## config.mk

```make
export PLATFORM = sky130hd
export DESIGN_NAME = owned_range_set_top_flat
export DESIGN_NICKNAME = d
export VERILOG_FILES = /design/src/hdl/ors_pkg.sv /design/src/hdl/ors_if.sv /design/src/hdl/ors_ram.sv /design/src/hdl/owned_range_set_top.sv /design/src/flat_wrapper.sv
export SDC_FILE = /design/constraint.sdc
export NUM_CORES = 2
export LEC_CHECK = 0
export BUFFER_PORTS_ARGS = -buffer_cell sky130_fd_sc_hd__buf_4
export CAP_MARGIN = 20
export CORE_MARGIN = 1
export CORE_UTILIZATION = 52
export CTS_CLUSTER_DIAMETER = 100
export DETAILED_ROUTE_END_ITERATION = 10
export HOLD_SLACK_MARGIN = 0.02
export PLACE_DENSITY = 0.68
export SETUP_SLACK_MARGIN = 0.2
export SYNTH_ARGS = -nofsm -noshare
export SYNTH_HDL_FRONTEND = slang
export SYNTH_HIERARCHICAL = 1
export SYNTH_SLANG_ARGS = --single-unit
```

## constraint.sdc

```tcl
create_clock -name clk -period 8.25 [get_ports clk]
set_input_delay 0 -clock clk [delete_from_list [all_inputs] [get_ports clk]]
set_output_delay 0 -clock clk [all_outputs]
set_load 0.005 [all_outputs]
```

## src/hdl/ors_pkg.sv

```systemverilog
// Shared constants and codes for the owned range set.
`default_nettype none
package ors_pkg;
    localparam int MAX_RANGES  = 32;
    localparam int INDEX_LIMIT = 4096;
    localparam int IDX_W  = $clog2(INDEX_LIMIT);
    localparam int END_W  = IDX_W + 1;
    localparam int CNT_W  = $clog2(MAX_RANGES + 1);
    localparam int PTR_W  = $clog2(MAX_RANGES);
    localparam int N_W    = $clog2(MAX_RANGES + 3);
    localparam int ENTRY_W = IDX_W + END_W;

    localparam logic [1:0] REQ_MARK   = 2'd0;
    localparam logic [1:0] REQ_UNMARK = 2'd1;
    localparam logic [1:0] REQ_CLEAR  = 2'd2;
    localparam logic [1:0] REQ_LIST   = 2'd3;

    localparam logic [1:0] ST_DONE    = 2'd0;
    localparam logic [1:0] ST_IGNORED = 2'd1;
    localparam logic [1:0] ST_FULL    = 2'd2;
endpackage
`default_nettype wire

```

## src/hdl/ors_if.sv

```systemverilog
// Request and response channel interfaces.
`default_nettype none
interface ors_req_if;
    import ors_pkg::*;
    logic             valid;
    logic             ready;
    logic [1:0]       req_type;
    logic [IDX_W-1:0] start_index;
    logic [END_W-1:0] span_count;
    modport source (output valid, req_type, start_index, span_count, input ready);
    modport sink   (input valid, req_type, start_index, span_count, output ready);
endinterface

interface ors_rsp_if;
    import ors_pkg::*;
    logic             valid;
    logic             ready;
    logic [1:0]       status;
    logic [IDX_W-1:0] range_begin;
    logic [END_W-1:0] range_end;
    logic             range_valid;
    logic [CNT_W-1:0] range_total;
    logic             last;
    modport source (output valid, status, range_begin, range_end, range_valid,
                    range_total, last, input ready);
    modport sink   (input valid, status, range_begin, range_end, range_valid,
                    range_total, last, output ready);
endinterface
`default_nettype wire

```

## src/hdl/ors_ram.sv

```systemverilog
// Generic single-write, single-read RAM with registered read data.
`default_nettype none
module ors_ram #(
    parameter int WIDTH = 8,
    parameter int DEPTH = 16
) (
    input  wire logic                     clk,
    input  wire logic                     wr_en,
    input  wire logic [$clog2(DEPTH)-1:0] wr_addr,
    input  wire logic [WIDTH-1:0]         wr_data,
    input  wire logic [$clog2(DEPTH)-1:0] rd_addr,
    output logic      [WIDTH-1:0]         rd_data
);
    logic [WIDTH-1:0] mem [DEPTH];

    always_ff @(posedge clk)
    begin
        if (wr_en)
        begin
            mem[wr_addr] <= wr_data;
        end
        rd_data <= mem[rd_addr];
    end
endmodule
`default_nettype wire

```

## src/hdl/owned_range_set_top.sv

```systemverilog
// Top level of the owned range set: sequencer over a double-banked range table.
`default_nettype none
// Keeps up to MAX_RANGES sorted disjoint ranges [begin,end) in one RAM split
// into two banks. A mark or unmark reads every stored range of the active bank
// in turn and writes the new table into the other bank, then swaps banks only
// if the result fits, so a table-full request leaves the set untouched. Each
// stored range is read and then evaluated, with an extra write step where a
// range is inserted or split; clear and ignored requests go straight to the
// response. A list gives one result per stored range (one empty result for an
// empty table), each read and then output once the response side is free.
// Requests are taken only between operations; a finished result may wait in the
// output register while the next request is taken. No clearing pass after reset.
module owned_range_set_top (
    input  wire logic                     clk,
    input  wire logic                     rst_n,
    input  wire logic                     cfg_we,
    input  wire logic [ors_pkg::END_W-1:0] cfg_data,
    ors_req_if.sink                       req,
    ors_rsp_if.source                     rsp
);
    import ors_pkg::*;

    typedef enum logic [2:0] {
        S_IDLE, S_READ, S_EVAL, S_WR2, S_FINAL, S_RESP, S_LREAD, S_LOUT
    } state_t;

    state_t           state_reg, state_next;
    logic             act_reg, act_next;
    logic [CNT_W-1:0] cnt_reg, cnt_next;
    logic [CNT_W-1:0] i_reg, i_next;
    logic [N_W-1:0]   n_reg, n_next;
    logic [END_W-1:0] b_reg, b_next;
    logic [END_W-1:0] x_reg, x_next;
    logic             mark_reg, mark_next;
    logic             placed_reg, placed_next;
    logic [IDX_W-1:0] pend_b_reg, pend_b_next;
    logic [END_W-1:0] pend_e_reg, pend_e_next;
    logic [1:0]       st_reg, st_next;
    logic [END_W-1:0] cap_reg;

    logic             ov_reg, ov_next;
    logic [1:0]       os_reg, os_next;
    logic [IDX_W-1:0] ob_reg, ob_next;
    logic [END_W-1:0] oe_reg, oe_next;
    logic             orv_reg, orv_next;
    logic [CNT_W-1:0] ot_reg, ot_next;
    logic             ol_reg, ol_next;

    logic               wr_en;
    logic               wr_gated;
    logic [PTR_W:0]     wr_addr;
    logic [ENTRY_W-1:0] wr_data;
    logic [PTR_W:0]     rd_addr;
    logic [ENTRY_W-1:0] rd_data;
    logic [END_W-1:0]   sb, se;
    logic [END_W-1:0]   eff_cap, room, clip, req_end;
    logic               free, accept;
    logic [N_W-1:0]     n_fin;

    ors_ram #(.WIDTH(ENTRY_W), .DEPTH(2 * MAX_RANGES)) u_ram (
        .clk     (clk),
        .wr_en   (wr_gated),
        .wr_addr (wr_addr),
        .wr_data (wr_data),
        .rd_addr (rd_addr),
        .rd_data (rd_data)
    );

    assign rd_addr = {act_reg, i_reg[PTR_W-1:0]};
    assign sb      = {1'b0, rd_data[ENTRY_W-1:END_W]};
    assign se      = rd_data[END_W-1:0];
    assign free    = !ov_reg || rsp.ready;
    assign accept  = req.valid && req.ready;
    assign req.ready = (state_reg == S_IDLE);

    assign eff_cap = (cap_reg == '0) ? END_W'(1) :
                     (cap_reg > END_W'(INDEX_LIMIT)) ? END_W'(INDEX_LIMIT) : cap_reg;
    assign room    = eff_cap - {1'b0, req.start_index};
    assign clip    = (req.span_count < room) ? req.span_count : room;
    assign req_end = {1'b0, req.start_index} + clip;
    assign n_fin   = n_reg + N_W'(mark_reg && !placed_reg);

    assign rsp.valid       = ov_reg;
    assign rsp.status      = os_reg;
    assign rsp.range_begin = ob_reg;
    assign rsp.range_end   = oe_reg;
    assign rsp.range_valid = orv_reg;
    assign rsp.range_total = ot_reg;
    assign rsp.last        = ol_reg;

    always_comb
    begin
        state_next  = state_reg;
        act_next    = act_reg;
        cnt_next    = cnt_reg;
        i_next      = i_reg;
        n_next      = n_reg;
        b_next      = b_reg;
        x_next      = x_reg;
        mark_next   = mark_reg;
        placed_next = placed_reg;
        pend_b_next = pend_b_reg;
        pend_e_next = pend_e_reg;
        st_next     = st_reg;
        ov_next     = ov_reg && !rsp.ready;
        os_next     = os_reg;
        ob_next     = ob_reg;
        oe_next     = oe_reg;
        orv_next    = orv_reg;
        ot_next     = ot_reg;
        ol_next     = ol_reg;
        wr_en       = 1'b0;
        wr_data     = '0;

        case (state_reg)
            S_IDLE:
            begin
                if (accept)
                begin
                    i_next      = '0;
                    n_next      = '0;
                    placed_next = 1'b0;
                    st_next     = ST_DONE;
                    b_next      = {1'b0, req.start_index};
                    x_next      = req_end;
                    mark_next   = (req.req_type == REQ_MARK);
                    case (req.req_type)
                        REQ_LIST:
                            state_next = (cnt_reg == '0) ? S_RESP : S_LREAD;
                        REQ_CLEAR:
                        begin
                            cnt_next   = '0;
                            state_next = S_RESP;
                        end
                        default:
                        begin
                            if (req.span_count == '0 ||
                                {1'b0, req.start_index} >= eff_cap)
                            begin
                                st_next    = ST_IGNORED;
                                state_next = S_RESP;
                            end
                            else if (req.req_type == REQ_UNMARK && cnt_reg == '0)
                            begin
                                state_next = S_RESP;
                            end
                            else
                            begin
                                state_next = (cnt_reg == '0) ? S_FINAL : S_READ;
                            end
                        end
                    endcase
                end
            end
            S_READ:
                state_next = S_EVAL;
            S_EVAL:
            begin
                i_next     = i_reg + CNT_W'(1);
                state_next = (i_next == cnt_reg) ? S_FINAL : S_READ;
                if (mark_reg)
                begin
                    if (se < b_reg)
                    begin
                        wr_en   = 1'b1;
                        wr_data = {sb[IDX_W-1:0], se};
                    end
                    else if (sb > x_reg)
                    begin
                        wr_en = 1'b1;
                        if (!placed_reg)
                        begin
                            wr_data     = {b_reg[IDX_W-1:0], x_reg};
                            placed_next = 1'b1;
                            pend_b_next = sb[IDX_W-1:0];
                            pend_e_next = se;
                            state_next  = S_WR2;
                        end
                        else
                        begin
                            wr_data = {sb[IDX_W-1:0], se};
                        end
                    end
                    else
                    begin
                        if (sb < b_reg) b_next = sb;
                        if (se > x_reg) x_next = se;
                    end
                end
                else
                begin
                    if (se <= b_reg || sb >= x_reg)
                    begin
                        wr_en   = 1'b1;
                        wr_data = {sb[IDX_W-1:0], se};
                    end
                    else if (sb < b_reg)
                    begin
                        wr_en   = 1'b1;
                        wr_data = {sb[IDX_W-1:0], b_reg};
                        if (se > x_reg)
                        begin
                            // straddling range: right piece follows next cycle
                            pend_b_next = x_reg[IDX_W-1:0];
                            pend_e_next = se;
                            state_next  = S_WR2;
                        end
                    end
                    else if (se > x_reg)
                    begin
                        wr_en   = 1'b1;
                        wr_data = {x_reg[IDX_W-1:0], se};
                    end
                end
            end
            S_WR2:
            begin
                wr_en      = 1'b1;
                wr_data    = {pend_b_reg, pend_e_reg};
                state_next = (i_reg == cnt_reg) ? S_FINAL : S_READ;
            end
            S_FINAL:
            begin
                if (mark_reg && !placed_reg)
                begin
                    wr_en   = 1'b1;
                    wr_data = {b_reg[IDX_W-1:0], x_reg};
                end
                if (n_fin > N_W'(MAX_RANGES))
                begin
                    st_next = ST_FULL;
                end
                else
                begin
                    act_next = !act_reg;
                    cnt_next = n_fin[CNT_W-1:0];
                end
                state_next = S_RESP;
            end
            S_RESP:
            begin
                if (free)
                begin
                    ov_next    = 1'b1;
                    os_next    = st_reg;
                    ob_next    = '0;
                    oe_next    = '0;
                    orv_next   = 1'b0;
                    ot_next    = cnt_reg;
                    ol_next    = 1'b1;
                    state_next = S_IDLE;
                end
            end
            S_LREAD:
                state_next = S_LOUT;
            S_LOUT:
            begin
                if (free)
                begin
                    ov_next    = 1'b1;
                    os_next    = ST_DONE;
                    ob_next    = sb[IDX_W-1:0];
                    oe_next    = se;
                    orv_next   = 1'b1;
                    ot_next    = cnt_reg;
                    i_next     = i_reg + CNT_W'(1);
                    ol_next    = (i_next == cnt_reg);
                    state_next = ol_next ? S_IDLE : S_LREAD;
                end
            end
            default:
                state_next = S_IDLE;
        endcase

        if (wr_en)
        begin
            n_next = n_reg + N_W'(1);
        end
    end

    // writes past the table depth are dropped; the count alone flags table full
    assign wr_addr  = {!act_reg, n_reg[PTR_W-1:0]};
    assign wr_gated = wr_en && (n_reg < N_W'(MAX_RANGES));

    always_ff @(posedge clk or negedge rst_n)
    begin
        if (!rst_n)
        begin
            state_reg  <= S_IDLE;
            act_reg    <= 1'b0;
            cnt_reg    <= '0;
            cap_reg    <= END_W'(INDEX_LIMIT);
            ov_reg     <= 1'b0;
            i_reg      <= '0;
            n_reg      <= '0;
            b_reg      <= '0;
            x_reg      <= '0;
            mark_reg   <= 1'b0;
            placed_reg <= 1'b0;
            pend_b_reg <= '0;
            pend_e_reg <= '0;
            st_reg     <= ST_DONE;
            os_reg     <= ST_DONE;
            ob_reg     <= '0;
            oe_reg     <= '0;
            orv_reg    <= 1'b0;
            ot_reg     <= '0;
            ol_reg     <= 1'b0;
        end
        else
        begin
            state_reg  <= state_next;
            act_reg    <= act_next;
            cnt_reg    <= cnt_next;
            ov_reg     <= ov_next;
            i_reg      <= i_next;
            n_reg      <= n_next;
            b_reg      <= b_next;
            x_reg      <= x_next;
            mark_reg   <= mark_next;
            placed_reg <= placed_next;
            pend_b_reg <= pend_b_next;
            pend_e_reg <= pend_e_next;
            st_reg     <= st_next;
            os_reg     <= os_next;
            ob_reg     <= ob_next;
            oe_reg     <= oe_next;
            orv_reg    <= orv_next;
            ot_reg     <= ot_next;
            ol_reg     <= ol_next;
            if (cfg_we)
            begin
                cap_reg <= cfg_data;
            end
        end
    end
endmodule
`default_nettype wire

```

## src/flat_wrapper.sv

```systemverilog
// flat-port wrapper written by rule: the top's interface ports become plain ports
module owned_range_set_top_flat import ors_pkg::*;
  (clk, rst_n, cfg_we, cfg_data, req_valid, req_req_type, req_start_index, req_span_count, req_ready, rsp_valid, rsp_status, rsp_range_begin, rsp_range_end, rsp_range_valid, rsp_range_total, rsp_last, rsp_ready);
  ors_req_if req_i ();
  ors_rsp_if rsp_i ();
  input  wire logic clk;
  input  wire logic rst_n;
  input  wire logic cfg_we;
  input  wire logic [ors_pkg::END_W-1:0] cfg_data;
  input wire logic [$bits(req_i.valid)-1:0] req_valid;
  input wire logic [$bits(req_i.req_type)-1:0] req_req_type;
  input wire logic [$bits(req_i.start_index)-1:0] req_start_index;
  input wire logic [$bits(req_i.span_count)-1:0] req_span_count;
  output wire logic [$bits(req_i.ready)-1:0] req_ready;
  output wire logic [$bits(rsp_i.valid)-1:0] rsp_valid;
  output wire logic [$bits(rsp_i.status)-1:0] rsp_status;
  output wire logic [$bits(rsp_i.range_begin)-1:0] rsp_range_begin;
  output wire logic [$bits(rsp_i.range_end)-1:0] rsp_range_end;
  output wire logic [$bits(rsp_i.range_valid)-1:0] rsp_range_valid;
  output wire logic [$bits(rsp_i.range_total)-1:0] rsp_range_total;
  output wire logic [$bits(rsp_i.last)-1:0] rsp_last;
  input wire logic [$bits(rsp_i.ready)-1:0] rsp_ready;
  assign req_i.valid = req_valid;
  assign req_i.req_type = req_req_type;
  assign req_i.start_index = req_start_index;
  assign req_i.span_count = req_span_count;
  assign req_ready = req_i.ready;
  assign rsp_valid = rsp_i.valid;
  assign rsp_status = rsp_i.status;
  assign rsp_range_begin = rsp_i.range_begin;
  assign rsp_range_end = rsp_i.range_end;
  assign rsp_range_valid = rsp_i.range_valid;
  assign rsp_range_total = rsp_i.range_total;
  assign rsp_last = rsp_i.last;
  assign rsp_i.ready = rsp_ready;
  owned_range_set_top u_core (.clk(clk), .rst_n(rst_n), .cfg_we(cfg_we), .cfg_data(cfg_data), .req(req_i), .rsp(rsp_i));
endmodule
```

# Word level (Yosys, flattened, before mapping)
# Memory sizes are Yosys's and may differ from the RTL's. A register that Yosys moved wholly into a read port is not among the register bits.
# Index checks and enable logic that the tools add are counted.
# word_totals
in_bits	45
ram_bits	1600
n_memories	1
elab_cells	207
out_inout_bits	37
ff_bits	126
# op_classes
mux	101
magnitude_cmp	11
reduce_logical	40
n_eq_ne	28
n_addsub	5
n_bitwise	1
# mem_list
name	words	width	rd	rd_ports_with_merged_regs	wr	line_no	source
u_core.u_ram.mem	64	25	1	1	1	ors_ram.sv:14	logic [WIDTH-1:0] mem [DEPTH];
# ops
operator	count
$mux 13	21
$mux 25	8
$mux 12	9
$pmux 13 s2	3
$pmux 25 s3	1
$mux 3	16
$mux 6	7
$ge 12x13->1	2
$logic_not 13->1	2
$lt 13x13->1	2
$pmux 12 s2	1
$pmux 3 s8	1
$mux 1	19
$pmux 6 s3	1
$ne 2x1->1 const B	8
$ne 2x2->1 const B	8
$reduce_bool 2->1	7
$add 12x13->13	1
$gt 12x13->1	1
$gt 13x13->1	1
$gt 13x13->1 const B	1
$le 13x13->1	1
$lt 12x13->1	1
$sub 13x12->13	1
other kinds (31)	63

# Longest topological paths before layout
# logic_depth
depth_word	9
depth_mapped	31
depth_no_buf	30

# Hierarchy
# Netlist, hierarchy kept.
# by_module_without_submodules
module	cells_per_inst	n_inst	area_each_um2	seq_area_each_um2
ors_ram	2884	1	62517.5	48546.6
owned_range_set_top	1118	1	9828.2	3129.3

# Worst setup path after synthesis
# No wires, ideal clock.
# synth_timing
kind	register to register
start	register u_core.cap_reg[12]
end	register u_core.x_reg[12]
setup_ns	0.087
slack_ns	2.311
path_stages_with_launch	30
t_required_ns	8.163
period_less_slack_ns	5.939
path_buffers	2
arrival_ns	5.852
cell_sequence	dfstp_2 clkbuf_1 or2_2 ha_1 inv_1 fa_1 a211oi_1 o21ai_0 a21oi_1 o21bai_1 a21oi_1 xor2_1 ha_1 a21o_1 a21o_1 a21oi_1 o211ai_1 clkbuf_1 a21oi_1 ha_1 inv_1 fa_1 nor2b_1 o31a_1 o41a_1 nand4_1 a31oi_1 xnor2_1 nand2_1 a22oi_1
# synth_via
elab_chain_len	9
word_cells_on_any_way	10
cone_classes	2 x add/sub; 2 x order compare; 5 x mux; 1 x reduce/logical
# synth_rtl
element	line_no	source
start, declared	owned_range_set_top.sv:39	logic [END_W-1:0] cap_reg;
start signal, assigned	owned_range_set_top.sv:292	cap_reg <= END_W'(INDEX_LIMIT);
start signal, assigned	owned_range_set_top.sv:333	cap_reg <= cfg_data;
$gt 13x13->1	owned_range_set_top.sv:77	(cap_reg > END_W'(INDEX_LIMIT)) ? END_W'(INDEX_LIMIT) : cap_reg;
$mux 13	owned_range_set_top.sv:77	
$mux 13 *	owned_range_set_top.sv:76	assign eff_cap = (cap_reg == '0) ? END_W'(1) :
$sub 13x12->13 *	owned_range_set_top.sv:78	assign room = eff_cap - {1'b0, req.start_index};
$lt 13x13->1	owned_range_set_top.sv:79	assign clip = (req.span_count < room) ? req.span_count : room;
$mux 13 *	owned_range_set_top.sv:79	
$add 12x13->13 *	owned_range_set_top.sv:80	assign req_end = {1'b0, req.start_index} + clip;
$mux 13 *	owned_range_set_top.sv:118	if (accept)
$pmux 13 s2 *	owned_range_set_top.sv:115	case (state_reg)
end signal, assigned	owned_range_set_top.sv:319	x_reg <= x_next;
end, declared	owned_range_set_top.sv:33	logic [END_W-1:0] x_reg, x_next;
# Every way passes the cells marked *; elsewhere a longest branch is shown, timed or not. The select of a mux whose other input is x is not followed.
# A chain may end at the register's enable or synchronous reset.

# Worst setup path in the final report
# layout_timing
start	register u_core.cap_reg[12]
end	register u_core.x_reg[11]
# Same word-level chain as after synthesis.

==> impl_metrics.yaml <==
timing:
  rsz0062_at_grt: "false"
  fmax_mhz: 144
  worst-slew-pin-transition_ps: 1150
  hold_viol_final: 0
  min_period_over_period_pct: 84.4
  relSlewSlack_pct: 23.3
  fin_crit_ps: 6970
  maxSlewViolCount: 0
  setup_viol: 0
  final.setup.tns_ps: 0
  fin_worst_skew_ps: 38.3
global_routing:
  antenna_found_initial: 3
  grt_first_pass_wirelength_um: 266000
  track_usage_pct: 26.1
  grt_max_degree: 120
  grt_pass1_vias: 39000
  grt.overflow.total: 0
routing:
  drt-initial-drc-count: 4589
  dr_total_vias: 39200
  antenna_left: 0
  drt-vias-per-instance: 6.34
  dr.pass1.iters: 5
  drt_wl_total_um: 182000
  wire_per_inst_um: 29.5
  post-route-drc-count: 0
final_layout:
  largest_register_ff_count: 1600
  fillers: 9937
  nNetsFinal: 4380
  top_regs: "u_core/u_ram/mem x1600, u_core/u_ram/rd_data x25"
  drive_gt1_share_pct: 24.2
  area_delta_synth_final_pct: 13.0
  top_register: "u_core/u_ram/mem"
  final_core_utilization_pct: 59.3
synth:
  syn-instance-count: 4002
  synth_cell_types: 97
  syn_nets: 4137
  syn_area_mm2: 0.0723
  avgSynthCellArea_um2: 18.1
  synth_top_area_share_pct: 66.4
  yosys_warnings: 6
  ys_seq_elements: 1750
  ys_async_sr_fraction_pct: 7.14
  synth_ff_type: "edfxtp_1"
  synth_area_leaders: "edfxtp_1 (66%), mux4_2 (9.6%), dfrtp_1 (4.3%), mux2i_1 (2.7%), mux2_2 (2.3%)"
  yosysSeqAreaShare_pct: 71.4
  yosysTopAreaCell: "edfxtp_1"
  synth_edf_count: 1600
floorplanning:
  rows: 136
  start_util_pct: 52.5
  die_w_um: 375
  die-area_mm2: 0.141
  fp.dieH_um: 375
  core_area_mm2: 0.138
  ios: 82
cts:
  cts_buffers: 174
  ctsResizeCount: 0
  cts_tree: "done"
  h-tree-depth: 4
  cts.sinks: 1750
  root_buffer: "clkbuf_16"
  clk_latency_ps: 820
  holdBufCountCts: 71
  cts_setup_buffers: 0
  path_clk_slew_ps: 60
  clockBufferDepth: 3
run:
  max_cap_viol_count: 0
worst_setup_path:
  end_kind: "flop"
  crit_type: "reg -> reg"
  cp_slowest_cell: "dfstp_2"
  reg2reg_from: "u_core/cap_reg[12]"
  worst_ep_arrival_time_ps: 7610
  crit_path_max_fanout: 17
  cp-startpoint: "u_core/cap_reg[12]"
  crit_required_ps: 8900
  critical_path.max_stage_delay_ps: 720
  start_kind: "flop"
place:
  place_congestion: 0.907
  dp_hpwl_um: 106000
  port_buffers: 81
power:
  total_leakage_power_nw: 27.4
  powerDensity_mw_per_mm2: 345
  ir_worst_vdd_mv: 0.250
min_path:
  hold_class: "in -> reg"
  hp-start: "req_span_count[7]"
run_status:
  status: "completed"
[metrics by stage]
step / setup slack (ps) / std cells / hold WS (ps) / power, mW / cell area (um^2)
final: 1280 / 6186 / 71.8 / 28.2 / 81700
after floorplan: 2310 / 4002 / -296 / 17.5 / 72300
after global routing: 727 / 6184 / 121 / 29.2 / 81700
after CTS: 1240 / 6183 / 22.5 / 28.2 / 81700
after global placement: 1860 / 5791 / 3.03 / 20.5 / 75500
after detailed placement: 1810 / 5791 / 10.1 / 20.6 / 75500
[cell families after synthesis]
group,count (synthesis),share of synthesized area [%]
muxes,667,14.9
adders and majority gates,90,1.58
and+or+nand+nor,580,3.89
AOI/OAI and AO/OA,587,5.62
xor gates and xnor gates,38,0.460
buffers and inverters,290,2.10
DFF,1750,71.4
[layer usage]
| metal | track usage (%) | routed length (um) |
|---|---|---|
| met5 | 0 | 0 |
| met4 | 9.91 | 6990 |
| met3 | 4.58 | 16400 |
| met2 | 40.7 | 85500 |
| met1 | 37.0 | 73600 |
[cells in the mapped netlist, drive strengths merged, types with 16 or more instances]
cell	number
dfrtp	124
clkbuf	92
o22ai	67
nand4	24
nor4	17
a22oi	54
a22o	31
a221oi	41
inv	73
dfxtp	25
xor2	16
ha	88
nand3	56
a21oi	85
buf	124
nand2	182
nor2b	33
nand3b	16
mux2	167
nor2	149
o211ai	24
nor3	25
mux2i	193
a211oi	44
o21ai	111
a31oi	23
edfxtp	1600
a21o	27
mux4	307
xnor2	22
and2	18
[report_power, final]
group	internal, mW	switching (mW)	leakage [nW]	total, mW
logic	3.28	5.57	8.15	8.86
clock network	4.21	3.34	2.65	7.55
registers	11.1	0.697	16.6	11.8
total	18.5	9.61	27.4	28.2
[final cells by class]
type                    instances  area (um^2)  area share, %
inverters                      74          278          0.340
repair buffers                283         2390           2.92
well taps                    1794         2240           2.75
multi-input cells            1962        19700           24.1
clock inverters                91          808          0.989
clock buffers                 230         4640           5.67
flip-flops and latches       1750        51700           63.3
diodes                          2         5.00        0.00612
[critical path: cells and delay by family, from the launching register on]
family                   cells  cell delay, ps
AO/OA/AOI/OAI               14            3140
XOR/XNOR                     2             380
adder cells (fa/ha/maj)      4            1170
buffers and inverters        2             610
flip-flops                   1             720
multiplexers                 1             420
AND/OR/NAND/NOR              3             370
[worst paths after layout]
| kind | cells after the start | slack (ps) | endpoint |
|---|---|---|---|
| setup / recovery | 26 | 1280 | u_core/x_reg[11] |
| hold / removal | 8 | 70 | u_core/x_reg[7] |
| setup reg to reg | 26 | 1280 | u_core/x_reg[11] |
| hold reg to reg | 2 | 470 | u_core/rsp.range_end[0] |
| max in group asynchronous | 4 | 6940 | u_core/i_reg[1] |
| min in group asynchronous | 3 | 290 | u_core/cap_reg[12] |
[layout by cell type, fill, tap and decap left out, types with 41 or more instances in the layout]
cell           count
a211oi_1          44
a21oi_1           72
a221oi_1          41
a22oi_1           54
buf_4            206
clkbuf_1          50
clkbuf_16        175
dfrtp_1          119
dlygate4sd3_1     70
edfxtp_1        1600
ha_1              88
inv_1             72
mux2_2           148
mux2i_1          193
mux4_2           307
nand2_1          182
nand3_1           55
nor2_1            83
nor2_2            65
o21ai_0          104
o22ai_1           67
Note: power is estimated with default switching activity, not from simulation.
